## src/rtl/mpq_pkg.sv

```systemverilog
package mpq_pkg;

    localparam int MPQ_CAPACITY = 64;
    localparam int KEY_W        = 32;

    typedef enum logic [1:0] {
        CMD_INSERT  = 2'd0,
        CMD_PEEK    = 2'd1,
        CMD_EXTRACT = 2'd2
    } t_command;

    typedef struct packed {
        t_command                 command;
        logic signed [KEY_W-1:0]  key_in;
    } t_cmd_item;

    typedef struct packed {
        logic signed [KEY_W-1:0]  key_out;
        logic                     is_empty;
        logic                     dropped;
    } t_res_item;

    // broadcast to every cell in the chain
    typedef struct packed {
        logic                     ins;
        logic                     ext;
        logic signed [KEY_W-1:0]  key;
    } t_cell_ctl;

endpackage

```

## src/rtl/mpq_stream_if.sv

```systemverilog
interface mpq_stream_if #(
    parameter type T = logic
);
    logic valid;
    logic ready;
    T     payload;

    modport source (output valid, output payload, input ready);
    modport sink   (input valid, input payload, output ready);
endinterface

```

## src/rtl/mpq_cell.sv

```systemverilog
module mpq_cell (
    input  logic                              i_clk,
    input  logic                              i_rst_n,
    input  mpq_pkg::t_cell_ctl                i_ctl,
    input  logic signed [mpq_pkg::KEY_W-1:0]  i_left_key,
    input  logic                              i_left_valid,
    input  logic                              i_left_lt,
    input  logic signed [mpq_pkg::KEY_W-1:0]  i_right_key,
    input  logic                              i_right_valid,
    output logic signed [mpq_pkg::KEY_W-1:0]  o_key,
    output logic                              o_valid,
    output logic                              o_lt
);
    import mpq_pkg::*;

    logic signed [KEY_W-1:0] r_key;
    logic signed [KEY_W-1:0] n_key;
    logic                    r_valid;
    logic                    n_valid;
    logic                    w_lt;

    // an empty cell counts as holding +infinity
    assign w_lt = !r_valid || (i_ctl.key < r_key);

    always_comb begin
        n_key   = r_key;
        n_valid = r_valid;
        if (i_ctl.ins && w_lt) begin
            if (i_left_lt) begin
                n_key   = i_left_key;
                n_valid = i_left_valid;
            end else begin
                n_key   = i_ctl.key;
                n_valid = 1'b1;
            end
        end else if (i_ctl.ext) begin
            n_key   = i_right_key;
            n_valid = i_right_valid;
        end
    end

    always_ff @(posedge i_clk) begin
        if (!i_rst_n) begin
            r_valid <= 1'b0;
        end else begin
            r_valid <= n_valid;
        end
    end

    always_ff @(posedge i_clk) begin
        r_key <= n_key;
    end

    assign o_key   = r_key;
    assign o_valid = r_valid;
    assign o_lt    = w_lt;

endmodule

```

## src/rtl/min_priority_queue.sv

```systemverilog
// Channel   Dir  Modport  Payload      Notes
// i_cmd     in   sink     t_cmd_item   command, key_in
// o_res     out  source   t_res_item   key_out, is_empty, dropped; one per item
//
// One item per cycle unless stalled: a sorted chain of CAPACITY cells holds
// the keys, smallest in cell 0; each insert or extract shifts it by one cell.
// The result leaves through one output register, in the cycle after acceptance.
// i_cmd.ready is low only while a result is held and o_res.ready is low.
// Synchronous active-low reset empties the chain and the output register.
module min_priority_queue #(
    parameter int CAPACITY = mpq_pkg::MPQ_CAPACITY
) (
    input  logic         i_clk,
    input  logic         i_rst_n,
    mpq_stream_if.sink   i_cmd,
    mpq_stream_if.source o_res
);
    import mpq_pkg::*;

    t_cmd_item               w_cmd;
    t_cell_ctl               w_ctl;
    t_res_item               r_res;
    t_res_item               n_res;
    logic                    r_out_valid;
    logic                    w_accept;
    logic                    w_full;
    logic                    w_empty;
    logic signed [KEY_W-1:0] w_key [CAPACITY];
    logic [CAPACITY-1:0]     w_valid;
    logic [CAPACITY-1:0]     w_lt;

    assign w_cmd       = i_cmd.payload;
    assign i_cmd.ready = !r_out_valid || o_res.ready;
    assign w_accept    = i_cmd.valid && i_cmd.ready;
    assign w_full      = w_valid[CAPACITY-1];
    assign w_empty     = !w_valid[0];

    always_comb begin
        w_ctl.key = w_cmd.key_in;
        w_ctl.ins = 1'b0;
        w_ctl.ext = 1'b0;
        n_res     = '0;
        case (w_cmd.command)
            CMD_INSERT: begin
                w_ctl.ins     = w_accept && !w_full;
                n_res.key_out = w_cmd.key_in;
                n_res.dropped = w_full;
            end
            CMD_PEEK, CMD_EXTRACT: begin
                w_ctl.ext      = w_accept && !w_empty && (w_cmd.command == CMD_EXTRACT);
                n_res.is_empty = w_empty;
                n_res.key_out  = w_empty ? '0 : w_key[0];
            end
            default: begin
                n_res = '0;
            end
        endcase
    end

    for (genvar i = 0; i < CAPACITY; i++) begin : g_cell
        logic signed [KEY_W-1:0] w_lkey;
        logic                    w_lvalid;
        logic                    w_llt;
        logic signed [KEY_W-1:0] w_rkey;
        logic                    w_rvalid;

        if (i == 0) begin : g_head
            assign w_lkey   = '0;
            assign w_lvalid = 1'b0;
            assign w_llt    = 1'b0;
        end else begin : g_mid
            assign w_lkey   = w_key[i-1];
            assign w_lvalid = w_valid[i-1];
            assign w_llt    = w_lt[i-1];
        end

        if (i == CAPACITY - 1) begin : g_tail
            assign w_rkey   = '0;
            assign w_rvalid = 1'b0;
        end else begin : g_body
            assign w_rkey   = w_key[i+1];
            assign w_rvalid = w_valid[i+1];
        end

        mpq_cell u_cell (
            .i_clk         (i_clk),
            .i_rst_n       (i_rst_n),
            .i_ctl         (w_ctl),
            .i_left_key    (w_lkey),
            .i_left_valid  (w_lvalid),
            .i_left_lt     (w_llt),
            .i_right_key   (w_rkey),
            .i_right_valid (w_rvalid),
            .o_key         (w_key[i]),
            .o_valid       (w_valid[i]),
            .o_lt          (w_lt[i])
        );
    end

    always_ff @(posedge i_clk) begin
        if (!i_rst_n) begin
            r_out_valid <= 1'b0;
        end else begin
            if (w_accept) begin
                r_out_valid <= 1'b1;
                r_res       <= n_res;
            end else if (o_res.ready) begin
                r_out_valid <= 1'b0;
            end
        end
    end

    assign o_res.valid   = r_out_valid;
    assign o_res.payload = r_res;

    // occupied cells always form an unbroken run from cell 0
    a_contiguous: assert property (@(posedge i_clk) disable iff (!i_rst_n)
        (w_valid & (w_valid + 1'b1)) == '0)
        else $error("occupied cells not contiguous");

    a_result: assert property (@(posedge i_clk) disable iff (!i_rst_n)
        w_accept |=> r_out_valid)
        else $error("accepted item gave no result");

    a_extract_count: assert property (@(posedge i_clk) disable iff (!i_rst_n)
        (w_accept && (w_cmd.command == CMD_EXTRACT) && !w_empty) |=>
        ($countones(w_valid) + 1 == $past($countones(w_valid))))
        else $error("extract did not remove exactly one key");

    a_insert_count: assert property (@(posedge i_clk) disable iff (!i_rst_n)
        (w_accept && (w_cmd.command == CMD_INSERT) && !w_full) |=>
        ($countones(w_valid) == $past($countones(w_valid)) + 1))
        else $error("insert did not add exactly one key");

    a_sorted_head: assert property (@(posedge i_clk) disable iff (!i_rst_n)
        w_valid[1] |-> (w_key[0] <= w_key[1]))
        else $error("head cell is not the minimum");

endmodule
```

## src/flat_wrapper.sv

```systemverilog
// flat-port wrapper written by rule: the top's interface ports become plain ports
module min_priority_queue_flat import mpq_pkg::*;
#(
    parameter int CAPACITY = mpq_pkg::MPQ_CAPACITY
)
  (i_clk, i_rst_n, i_cmd_valid, i_cmd_payload, i_cmd_ready, o_res_valid, o_res_payload, o_res_ready);
  mpq_stream_if i_cmd_i ();
  mpq_stream_if o_res_i ();
  input  logic i_clk;
  input  logic i_rst_n;
  input wire logic [$bits(i_cmd_i.valid)-1:0] i_cmd_valid;
  input wire logic [$bits(i_cmd_i.payload)-1:0] i_cmd_payload;
  output wire logic [$bits(i_cmd_i.ready)-1:0] i_cmd_ready;
  output wire logic [$bits(o_res_i.valid)-1:0] o_res_valid;
  output wire logic [$bits(o_res_i.payload)-1:0] o_res_payload;
  input wire logic [$bits(o_res_i.ready)-1:0] o_res_ready;
  assign i_cmd_i.valid = i_cmd_valid;
  assign i_cmd_i.payload = i_cmd_payload;
  assign i_cmd_ready = i_cmd_i.ready;
  assign o_res_valid = o_res_i.valid;
  assign o_res_payload = o_res_i.payload;
  assign o_res_i.ready = o_res_ready;
  min_priority_queue #(.CAPACITY(CAPACITY)) u_core (.i_clk(i_clk), .i_rst_n(i_rst_n), .i_cmd(i_cmd_i), .o_res(o_res_i));
endmodule
```

## config.mk

```make
export PLATFORM = sky130hd
export DESIGN_NAME = min_priority_queue_flat
export DESIGN_NICKNAME = d
export VERILOG_FILES = /design/src/rtl/mpq_pkg.sv /design/src/rtl/mpq_stream_if.sv /design/src/rtl/mpq_cell.sv /design/src/rtl/min_priority_queue.sv /design/src/flat_wrapper.sv
export SDC_FILE = /design/constraint.sdc
export NUM_CORES = 1
export LEC_CHECK = 0
export BUFFER_PORTS_ARGS = -buffer_cell sky130_fd_sc_hd__buf_2
export CAP_MARGIN = 20
export CORE_ASPECT_RATIO = 0.6
export CORE_MARGIN = 2
export CORE_UTILIZATION = 45
export DETAILED_ROUTE_END_ITERATION = 8
export GPL_TIMING_DRIVEN = 0
export SLEW_MARGIN = 30
export SYNTH_ARGS = -nofsm -noshare
export SYNTH_HDL_FRONTEND = slang
export SYNTH_SLANG_ARGS = --single-unit
```

## constraint.sdc

```tcl
create_clock -name i_clk -period 3.95 [get_ports i_clk]
set_input_delay 0 -clock i_clk [delete_from_list [all_inputs] [get_ports i_clk]]
set_output_delay 0 -clock i_clk [all_outputs]
set_load 0.02 [all_outputs]
```

==> impl_metrics.py, run 1 <==
metrics = {
    "global_route": {
        "grt_max_degree": 17,
        "grt-ovfl-total": 0,
        "grt_pass1_vias": 4404,
        "grt_first_pass_wirelength_um": 22960,
        "grtUsageTotal": 0.2149,
        "antenna_found_initial": 0,
    },
    "power_and_ir_drop": {
        "p_leak_uw": 0.002546,
        "ir_drop_v": 0.0002750,
        "p_per_area_nw_per_um2": 488.8,
    },
    "clock_network": {
        "clock-root-buffer": "clkbuf_16",
        "clk_latency_ns": 0.41,
        "clk_path_buf_depth": 2,
        "htreeDepth": 4,
        "cts_setup_buffers": 0,
        "numCtsBuffers": 17,
        "cts_sinks": 129,
        "path_clk_slew_ns": 0.06,
        "cts_tree": "built",
    },
    "synth": {
        "synthesis.nets": 568,
        "synth_cells": 563,
        "synth_cell_types": 21,
        "synth_flop_cell": "dfxtp_1",
        "synth_top_area_frac": 0.3313,
        "ys_ff_latch": 129,
        "ys_seq_area_frac": 0.5557,
        "netlist.top_cell.by_area": "edfxtp_1",
        "syn_area_sq_um": 5801,
        "synth.avg_cell_area_sq_um": 10.30,
        "synthArstFlopShare": 0,
        "synth_area_leaders": "edfxtp_1, dfxtp_1, a21o_1",
        "synth-warning-count": 0,
        "synth-edff-count": 64,
    },
    "placed_design": {
        "finalWeightedCongestion": 0.7862,
        "dp_hpwl_um": 9270,
        "post-place-ws_ns": 2.193,
        "port-buffer-count": 6,
    },
    "sta": {
        "clock.fmax_mhz": 526.9,
        "slew_headroom": 0.6141,
        "setup_viol": 0,
        "tightest_slew_ns": 0.5788,
        "setup_tns_ns": 0,
        "rsz0062_at_grt": "no",
        "skew_ns": 0.007132,
        "hold_viol_final": 0,
        "setup_ws_ns": 2.052,
        "drv_slew": 0,
        "min_period_ns": 1.898,
        "period_share": 0.4804,
    },
    "floorplanning": {
        "std_cell_rows": 32,
        "coreArea_sq_um": 12690,
        "die_area_sq_um": 13840,
        "start_util": 0.4570,
        "io_pins": 8,
        "die_w_um": 150.6,
        "die_h_um": 91.95,
    },
    "layout": {
        "fin_nets": 596,
        "diodes": 0,
        "drive_above_1_share": 0.1672,
        "synthToLayoutAreaGrowth_pct": 14.52,
        "mostFrequentLayoutCells": "dfxtp_1, nand2b_1, edfxtp_1",
        "final_common_cell": "dfxtp_1",
    },
    "worst_setup_path": {
        "crit_fanout": 10,
        "required_ns": 4.22,
        "end_kind": "flip-flop",
        "cp.arrival_ns": 2.17,
        "startpoint_type": "primary input",
        "critPathKind": "primary input to flip-flop",
    },
    "drt": {
        "routedWlPerCell_um": 17.93,
        "routed_wl_um": 13880,
        "via_count": 4416,
        "dr.pass1.iters": 5,
        "dr.first_iter.drc_count": 359,
        "ant_nets": 0,
        "drc": 0,
        "via_per_inst": 5.705,
    },
    "flow_run": {
        "cap_violations": 0,
    },
    "outcome": {
        "status": "finished clean",
    },
    "worst_hold_path": {
        "hold_class": "primary input to flip-flop",
    },
}
==> per-stage QoR <==
step	util	hold WS (ns)	power, uW	cell area, sq um	cells
2_1_floorplan	-	0.09887	1689	5801	563
3_3_place_gp	0.4761	0.2308	1754	6043	739
4_1_cts	0.5234	0.08326	3269	6643	774
5_1_grt	0.5234	0.1550	3358	6643	774
3_5_place_dp	0.4761	0.2369	1759	6043	739
6_report	0.5234	0.1175	3247	6643	774
==> path summary, 6_finish.rpt <==
check	startpoint	to	slack [ns]	cells past startpoint
worst max-delay path	i_cmd_payload	u_core.g_cell[17].u_cell.o_key[0]$_DFFE_PP_	2.05	6
worst min-delay path	i_rst_n	u_core.g_cell[49].u_cell.o_valid$_SDFFE_PN0P_	0.12	3
worst max register to register	u_core.g_cell[63].u_cell.o_valid$_SDFFE_PN0P_	u_core.g_cell[12].u_cell.o_key[0]$_DFFE_PP_	2.29	7
worst min register to register	u_core.g_cell[63].u_cell.o_valid$_SDFFE_PN0P_	u_core.o_res.payload$_DFFE_PP_	0.47	0
==> power by group <==
group / internal [uW] / leakage [uW] / switching [uW]
sequential: 1460 / 0.00114 / 25.6
combinational: 89.7 / 0.00113 / 162
clock: 921 / 0.000270 / 589
==> area by class of cell <==
type                       count  area [sq um]
fill                        1102          6050
inverter                       2         7.507
clock buffer                  17         425.4
tap                          170         212.7
buffer                        49         250.2
clock inverter                15         143.9
multi-input combinational    383          2320
sequential                   129          3223
timing repair buffer           9         60.06
==> critical path: stages <==
cell and delay [ns]:
dlygate4sd3_1 0.52, buf_2 0.14, clkbuf_1 0.42, clkbuf_1 0.50, buf_2 0.39, a21o_1 0.19
==> repair_timing <==
item / in CTS / in global routing
endpoints found under the hold margin: 6 / 0
hold buffers: 3 / 0
setup endpoints to repair: 0 / 0
gates resized for setup: 0 / 0
==> cells by family after synthesis <==
group	after synthesis	share of synthesized area
flip-flops	129	0.5557
buffers and inverters	51	0.04443
AO/OA/AOI/OAI	190	0.2310
AND/OR/NAND/NOR	193	0.1689
==> synthesized netlist by cell type, types with 2 or more instances <==
library cell,instances
dfxtp_1,65
nand2b_1,64
buf_1,2
a21oi_1,23
buf_2,17
nor3_1,62
nand2_1,63
buf_6,6
o22ai_1,62
a21o_1,62
edfxtp_1,64
nor2b_1,2
clkbuf_1,24
a21oi_2,40
==> flip-flops by register name (all words and copies together) (netlist names) <==
register,count
u_core.g_cell.u_cell.o_valid,64
u_core.g_cell.u_cell.o_key,63
u_core.o_res.payload,1
u_core.o_res.valid,1
==> per-layer routing <==
| metal | up-vias | track usage | wire length [um] |
|---|---|---|---|
| met5 | - | 0 | 0 |
| met4 | 0 | 0.05919 | 125 |
| met3 | 14 | 0.04478 | 864 |
| met2 | 137 | 0.3000 | 5815 |
| met1 | 2143 | 0.3340 | 7073 |
| li1 | 2122 | - | - |
(Power assumes the default switching activity.)
==> inputs of run 2 (changes only) <==
--- a/config.mk
+++ b/config.mk
@@ -5,6 +5,7 @@
 export SDC_FILE = /design/constraint.sdc
 export NUM_CORES = 1
 export LEC_CHECK = 0
+export ABC_AREA = 1
 export BUFFER_PORTS_ARGS = -buffer_cell sky130_fd_sc_hd__buf_2
 export CAP_MARGIN = 20
 export CORE_ASPECT_RATIO = 0.6
==> constraint.sdc (replaced) <==
create_clock -name i_clk -period 1.7 [get_ports i_clk]
set_input_delay 0 -clock i_clk [delete_from_list [all_inputs] [get_ports i_clk]]
set_output_delay 0 -clock i_clk [all_outputs]
set_load 0.02 [all_outputs]
==> run 2 against run 1 <==
Effect of this change:
- sequential power increased to 2.6 times the previous value
- non-clock buffer count decreased by 11
- global-route usage decreased by 1.2 points
- sequential share of layout area decreased by 3.1 points
- combinational power increased to 4.3 times the previous value
- die area increased by 6.7%
- synthesized area increased by 7.0%
- setup slack got worse by 2.0 ns
- critical path depth unchanged
- flip-flop and latch count unchanged
- largest cell class unchanged
==> impl_metrics.py, run 2 <==
metrics = {
    "worst_setup_path": {
        "crit_path_cell_trace": "dlygate4sd3_1, buf_2, inv_2, clkbuf_1, buf_2, o21bai_1",
        "startpoint_type": "primary input",
        "required_ns": 1.85,
        "cpMostUsedCell": "buf_2",
        "cp.arrival_ns": 1.75,
        "critPathKind": "primary input to flip-flop",
        "crit_fanout": 10,
        "cp_slowest_cell": "dlygate4sd3_1",
        "end_kind": "flip-flop",
        "crit_family": "buffers and inverters",
        "path_buf_inv": 5,
        "critPathMaxStageDelay_ns": 0.52,
    },
    "synth": {
        "synth.avg_cell_area_sq_um": 7.717,
        "synth-edff-count": 64,
        "syn_area_sq_um": 6205,
        "ys_seq_area_frac": 0.5195,
        "synth-warning-count": 0,
        "synth_common_cells": "nand2_1, inv_1, nor2_1",
        "synth_area_leaders": "edfxtp_1, dfxtp_1, nand2_1",
        "netlist.top_cell.by_area": "edfxtp_1",
        "synthArstFlopShare": 0,
        "synth_top_area_frac": 0.3097,
        "synth_cells": 804,
        "synthesis.nets": 809,
        "synth_cell_types": 17,
        "ys_ff_latch": 129,
        "synth_flop_cell": "dfxtp_1",
        "synth.most_common_cell": "nand2_1",
    },
    "floorplanning": {
        "die_w_um": 155.6,
        "die_area_sq_um": 14770,
        "io_pins": 8,
        "std_cell_rows": 33,
        "start_util": 0.4581,
        "die_h_um": 94.96,
        "coreArea_sq_um": 13540,
    },
    "power_and_ir_drop": {
        "power.total_uw": 8727,
        "power_frac_clock": 0.439,
        "switchingPower_uw": 2275,
        "p_per_area_nw_per_um2": 1229,
        "share_comb_of_total_power": 0.125,
        "p_sw_frac": 0.2606,
        "p_leak_uw": 0.003425,
        "sequentialPowerShare": 0.436,
        "internal_power_uw": 6452,
        "ir_drop_v": 0.0006346,
    },
    "placed_design": {
        "dp.cells": 985,
        "port-buffer-count": 6,
        "finalWeightedCongestion": 0.7595,
        "post-place-ws_ns": 0.1415,
        "dp_hpwl_um": 9303,
    },
    "layout": {
        "mostFrequentLayoutCells": "nand2_1, inv_1, nor2_1",
        "fin_nets": 837,
        "largest_reg_flops": 64,
        "synthToLayoutAreaGrowth_pct": 14.48,
        "final_cells": 1020,
        "final_common_cell": "nand2_1",
        "diodes": 0,
        "drive_above_1_share": 0.09231,
    },
    "drt": {
        "via_per_inst": 4.874,
        "drc": 0,
        "routed_wl_um": 13740,
        "dr.first_iter.drc_count": 372,
        "dr.pass1.iters": 6,
        "routedWlPerCell_um": 13.47,
        "via_count": 4971,
        "ant_nets": 0,
    },
    "flow_run": {
        "cap_violations": 0,
    },
    "sta": {
        "rsz0062_at_grt": "no",
        "setup_viol": 0,
        "slew_headroom": 0.6309,
        "drv_slew": 0,
        "skew_ns": 0.005519,
        "setup_tns_ns": 0,
        "tightest_slew_ns": 0.5537,
        "clock.fmax_mhz": 623.2,
        "min_period_ns": 1.605,
        "setup_ws_ns": 0.09528,
        "period_share": 0.9440,
        "hold_viol_final": 0,
    },
    "global_route": {
        "grt-ovfl-total": 0,
        "grtUsageTotal": 0.2031,
        "antenna_found_initial": 0,
        "grt_max_degree": 17,
        "grt_first_pass_wirelength_um": 23020,
        "grt_pass1_vias": 4682,
    },
    "clock_network": {
        "clk_latency_ns": 0.42,
        "htreeDepth": 4,
        "clock-root-buffer": "clkbuf_16",
        "cts_sinks": 129,
        "clk_path_buf_depth": 2,
        "path_clk_slew_ns": 0.06,
        "cts_tree": "built",
        "numCtsBuffers": 17,
    },
    "outcome": {
        "status": "finished clean",
    },
    "worst_hold_path": {
        "hold_class": "primary input to flip-flop",
    },
}
-- run 2: cell types whose count changed in the layout (fill, tap and decap cells not counted), sizes merged, moves of 62 or more --
cell / change
nand2: +186
o22ai: -62
a21o: -62
o21bai: +62
nor3: -62
nand3: +63
nand2b: -65
inv: +128
nor2: +127
-- run 2: per-stage QoR --
stage,instance area (sq um),hold slack [ns],utilization
CTS,7102,0.02698,0.5244
finish,7103,0.03889,0.5245
global route,7103,0.03766,0.5245
global placement,6454,0.2205,0.4765
detailed placement,6454,0.2326,0.4765
floorplan,6205,0.09887,-
-- run 2: path summary, 6_finish.rpt --
kind	startpoint	end	slack, ns	cells after the start
worst max-delay path	i_cmd_payload	u_core.g_cell[55].u_cell.o_key[0]$_DFFE_PP_	0.1	6
worst min-delay path	i_rst_n	u_core.g_cell[12].u_cell.o_valid$_SDFFE_PN0P_	0.04	3
worst max register to register	u_core.g_cell[63].u_cell.o_valid$_SDFFE_PN0P_	u_core.g_cell[14].u_cell.o_key[0]$_DFFE_PP_	0.11	4
worst min register to register	u_core.g_cell[63].u_cell.o_valid$_SDFFE_PN0P_	u_core.o_res.payload$_DFFE_PP_	0.49	0
-- run 2: what timing repair did --
| item | in CTS | in global routing |
|---|---|---|
| hold endpoints to repair | 2 | 0 |
| endpoints found under the setup margin | 0 | 5 |
| gates resized for setup | 0 | 1 |
| hold buffers | 3 | 0 |
| buffers inserted | 0 | 0 |
-- run 2: kinds of logic after synthesis --
| logic type | count (synthesis) | share of synthesized area |
|---|---|---|
| compound gates | 67 | 0.08086 |
| buf+inv | 169 | 0.1141 |
| flops | 129 | 0.5195 |
| simple gates | 439 | 0.2855 |
-- run 2: metal layers --
layer  share of wire  track usage  vias up
met1            0.51       0.2923     2307
met2            0.42       0.3035      130
met5               0            0        -
met3           0.054      0.04865       12
met4           0.011      0.06193        0
li1                -            -     2522
-- run 2: final cells by class --
| cell class | instances | area [sq um] |
|---|---|---|
| fill | 1240 | 6440 |
| sequential | 129 | 3223 |
| multi-input combinational | 506 | 2273 |
| inverter | 131 | 491.7 |
| clock buffer | 17 | 425.4 |
| tap | 175 | 219.0 |
| buffer | 38 | 217.7 |
| clock inverter | 15 | 192.7 |
| timing repair buffer | 9 | 60.06 |
-- run 2: worst register-to-register path, stage by stage (launching register included) --
cell,delay [ns]
dfxtp_1,0.33
inv_2,0.20
buf_1,0.46
nand3_1,0.19
inv_1,0.12
-- run 2: power groups by stage --
stage	Combinational (uW)	Sequential (uW)	Clock (uW)
after floorplan	849	3800	0
final	1090	3800	3840
after global routing	1260	3840	4040
after detailed placement	1070	3860	0
after global placement	1040	3850	0
after CTS	1090	3800	3890
==> inputs of run 3 (changes only) <==
--- a/config.mk
+++ b/config.mk
@@ -8,11 +8,14 @@
 export ABC_AREA = 1
 export BUFFER_PORTS_ARGS = -buffer_cell sky130_fd_sc_hd__buf_2
 export CAP_MARGIN = 20
+export CELL_PAD_IN_SITES_DETAIL_PLACEMENT = 0
+export CELL_PAD_IN_SITES_GLOBAL_PLACEMENT = 1
 export CORE_ASPECT_RATIO = 0.6
 export CORE_MARGIN = 2
-export CORE_UTILIZATION = 45
+export CORE_UTILIZATION = 43
 export DETAILED_ROUTE_END_ITERATION = 8
 export GPL_TIMING_DRIVEN = 0
+export PLACE_DENSITY_LB_ADDON = 0.1
 export SLEW_MARGIN = 30
 export SYNTH_ARGS = -nofsm -noshare
 export SYNTH_HDL_FRONTEND = slang
==> constraint.sdc (replaced) <==
create_clock -name i_clk -period 1.3 [get_ports i_clk]
set_input_delay 0 -clock i_clk [delete_from_list [all_inputs] [get_ports i_clk]]
set_output_delay 0 -clock i_clk [all_outputs]
set_load 0.02 [all_outputs]
==> run 3 against run 2 <==
Effect of this change:
- the run now ends with setup timing left
- worst hold slack gained 0.097 ns
- combinational power grew 36%
- via count shrank 1.4%
- setup slack lost 0.098 ns
- die area grew 4.5%
- first-iteration DRC count shrank 16%
- critical path type is now flip-flop to flip-flop
- largest cell class unchanged
- highest routed layer unchanged
==> impl_metrics.py, run 3 (synthesized netlist as in run 2, its figures left out) <==
metrics = {
    "worst_setup_path": {
        "crit_fanout": 10,
        "startpoint_type": "flip-flop",
        "end_kind": "flip-flop",
        "rrSetupSlack_ns": -0.002,
        "cp.arrival_ns": 1.43,
        "critPathKind": "flip-flop to flip-flop",
        "required_ns": 1.43,
    },
    "sta": {
        "rsz0062_at_grt": "yes",
        "tightest_slew_ns": 0.5647,
        "slew_headroom": 0.6235,
        "period_share": 1.002,
        "hold_viol_final": 0,
        "skew_ns": 0.009551,
        "drv_slew": 0,
        "hold_slack_ns": 0.1355,
        "min_period_ns": 1.302,
        "setup_viol": 1,
        "setup_tns_ns": -0.002235,
        "setup_ws_ns": -0.002235,
        "clock.fmax_mhz": 767.9,
    },
    "clock_network": {
        "clk_latency_ns": 0.41,
        "clk_path_buf_depth": 2,
        "htreeDepth": 4,
        "path_clk_slew_ns": 0.06,
        "cts_sinks": 129,
        "numCtsBuffers": 17,
        "cts_tree": "built",
        "clock-root-buffer": "clkbuf_16",
    },
    "worst_hold_path": {
        "hold_class": "primary input to flip-flop",
    },
    "drt": {
        "drc": 0,
        "via_per_inst": 4.698,
        "dr.first_iter.drc_count": 311,
        "routed_wl_um": 14170,
        "ant_nets": 0,
        "routedWlPerCell_um": 13.58,
        "dr.pass1.iters": 7,
        "via_count": 4900,
    },
    "power_and_ir_drop": {
        "ir_drop_v": 0.0007581,
        "p_leak_uw": 0.003478,
        "p_per_area_nw_per_um2": 1553,
    },
    "floorplanning": {
        "std_cell_rows": 33,
        "io_pins": 8,
        "start_util": 0.4472,
        "die_w_um": 159.1,
        "die_h_um": 97.05,
        "coreArea_sq_um": 13870,
        "die_area_sq_um": 15440,
    },
    "layout": {
        "fillers": 1340,
        "mostFrequentLayoutCells": "nand2_1, inv_1, nor2_1",
        "final_common_cell": "nand2_1",
        "synthToLayoutAreaGrowth_pct": 16.82,
        "final_cells": 1043,
        "drive_above_1_share": 0.1058,
        "fin_nets": 843,
        "diodes": 0,
        "largest_reg_flops": 64,
    },
    "global_route": {
        "antenna_found_initial": 0,
        "grt_pass1_vias": 4819,
        "grt_max_degree": 17,
        "grt_first_pass_wirelength_um": 23800,
        "grtUsageTotal": 0.1937,
        "grt-ovfl-total": 0,
    },
    "outcome": {
        "status": "complete, but fails checks",
        "violations": "setup timing",
    },
    "placed_design": {
        "dp.cells": 1002,
        "finalWeightedCongestion": 0.7353,
        "port-buffer-count": 6,
        "dp_hpwl_um": 9374,
    },
    "flow_run": {
        "cap_violations": 0,
    },
}
[run 3: cell count changes in the layout (fill, tap and decap cells not counted), sizes merged]
cell,change
buf,-2
bufinv,-2
clkbuf,+7
clkinv,-1
dlygate4sd3,+2
inv,+1
nand3,+1
[run 3: cell type report]
type | instances | area (sq um) | area share
plain buffers | 38 | 267.8 | 0.03694
clock buffers | 19 | 452.9 | 0.06249
repair buffers | 14 | 117.6 | 0.01623
inverters | 131 | 496.7 | 0.06853
well taps | 192 | 240.2 | 0.03314
clock inverters | 13 | 135.1 | 0.01864
flip-flops and latches | 129 | 3226 | 0.4450
multi-input cells | 507 | 2312 | 0.3190
[run 3: critical path: stages, from the launching register on]
cell and delay [ns]:
dfxtp_2 0.34, a21oi_4 0.17, buf_12 0.17, buf_8 0.15, nand3_1 0.10, inv_1 0.09
[run 3: what timing repair did]
item                                    in CTS  in global routing
gates cloned                                 0                  1
endpoints found under the setup margin     124                109
buffers inserted                             2                  1
hold buffers                                 5                  0
pin swaps                                    1                  1
hold endpoints to repair                     3                  0
resized for setup                            7                 25
[run 3: metal layers]
metal | wire (um) | GRT usage | vias up
met5 | 0 | 0 | -
met1 | 7600 | 0.2809 | 2275
met4 | 105 | 0.05105 | 0
met3 | 486 | 0.04503 | 9
met2 | 5976 | 0.2906 | 70
li1 | - | - | 2546
[run 3: stage by stage]
stage               setup WS (ns)    util  cell area (sq um)  power [uW]
floorplan                 0.01491       -               6208        6086
detailed placement        -0.2362  0.4670               6479        6459
CTS                      0.008018  0.5164               7164       11290
finish                  -0.002235  0.5225               7248       11260
global placement          -0.2533  0.4670               6479        6410
global route             -0.03884  0.5225               7248       11790
[run 3: worst paths after layout]
path	endpoint	start	depth (start not counted)
max	u_core.g_cell[4].u_cell.o_key[0]$_DFFE_PP_	u_core.o_res.valid$_SDFFE_PN0P_	5
min	u_core.g_cell[39].u_cell.o_valid$_SDFFE_PN0P_	i_cmd_payload	7
max reg2reg	u_core.g_cell[4].u_cell.o_key[0]$_DFFE_PP_	u_core.o_res.valid$_SDFFE_PN0P_	5
min reg2reg	u_core.g_cell[1].u_cell.o_valid$_SDFFE_PN0P_	u_core.g_cell[0].u_cell.o_valid$_SDFFE_PN0P_	2
[run 3: report_power, final]
group	total, uW	leakage (uW)	internal (uW)	switching [uW]
sequential	4980	0.00114	4730	251
clock	4800	0.000281	2920	1870
combinational	1480	0.00206	569	913
total	11300	0.00348	8220	3040
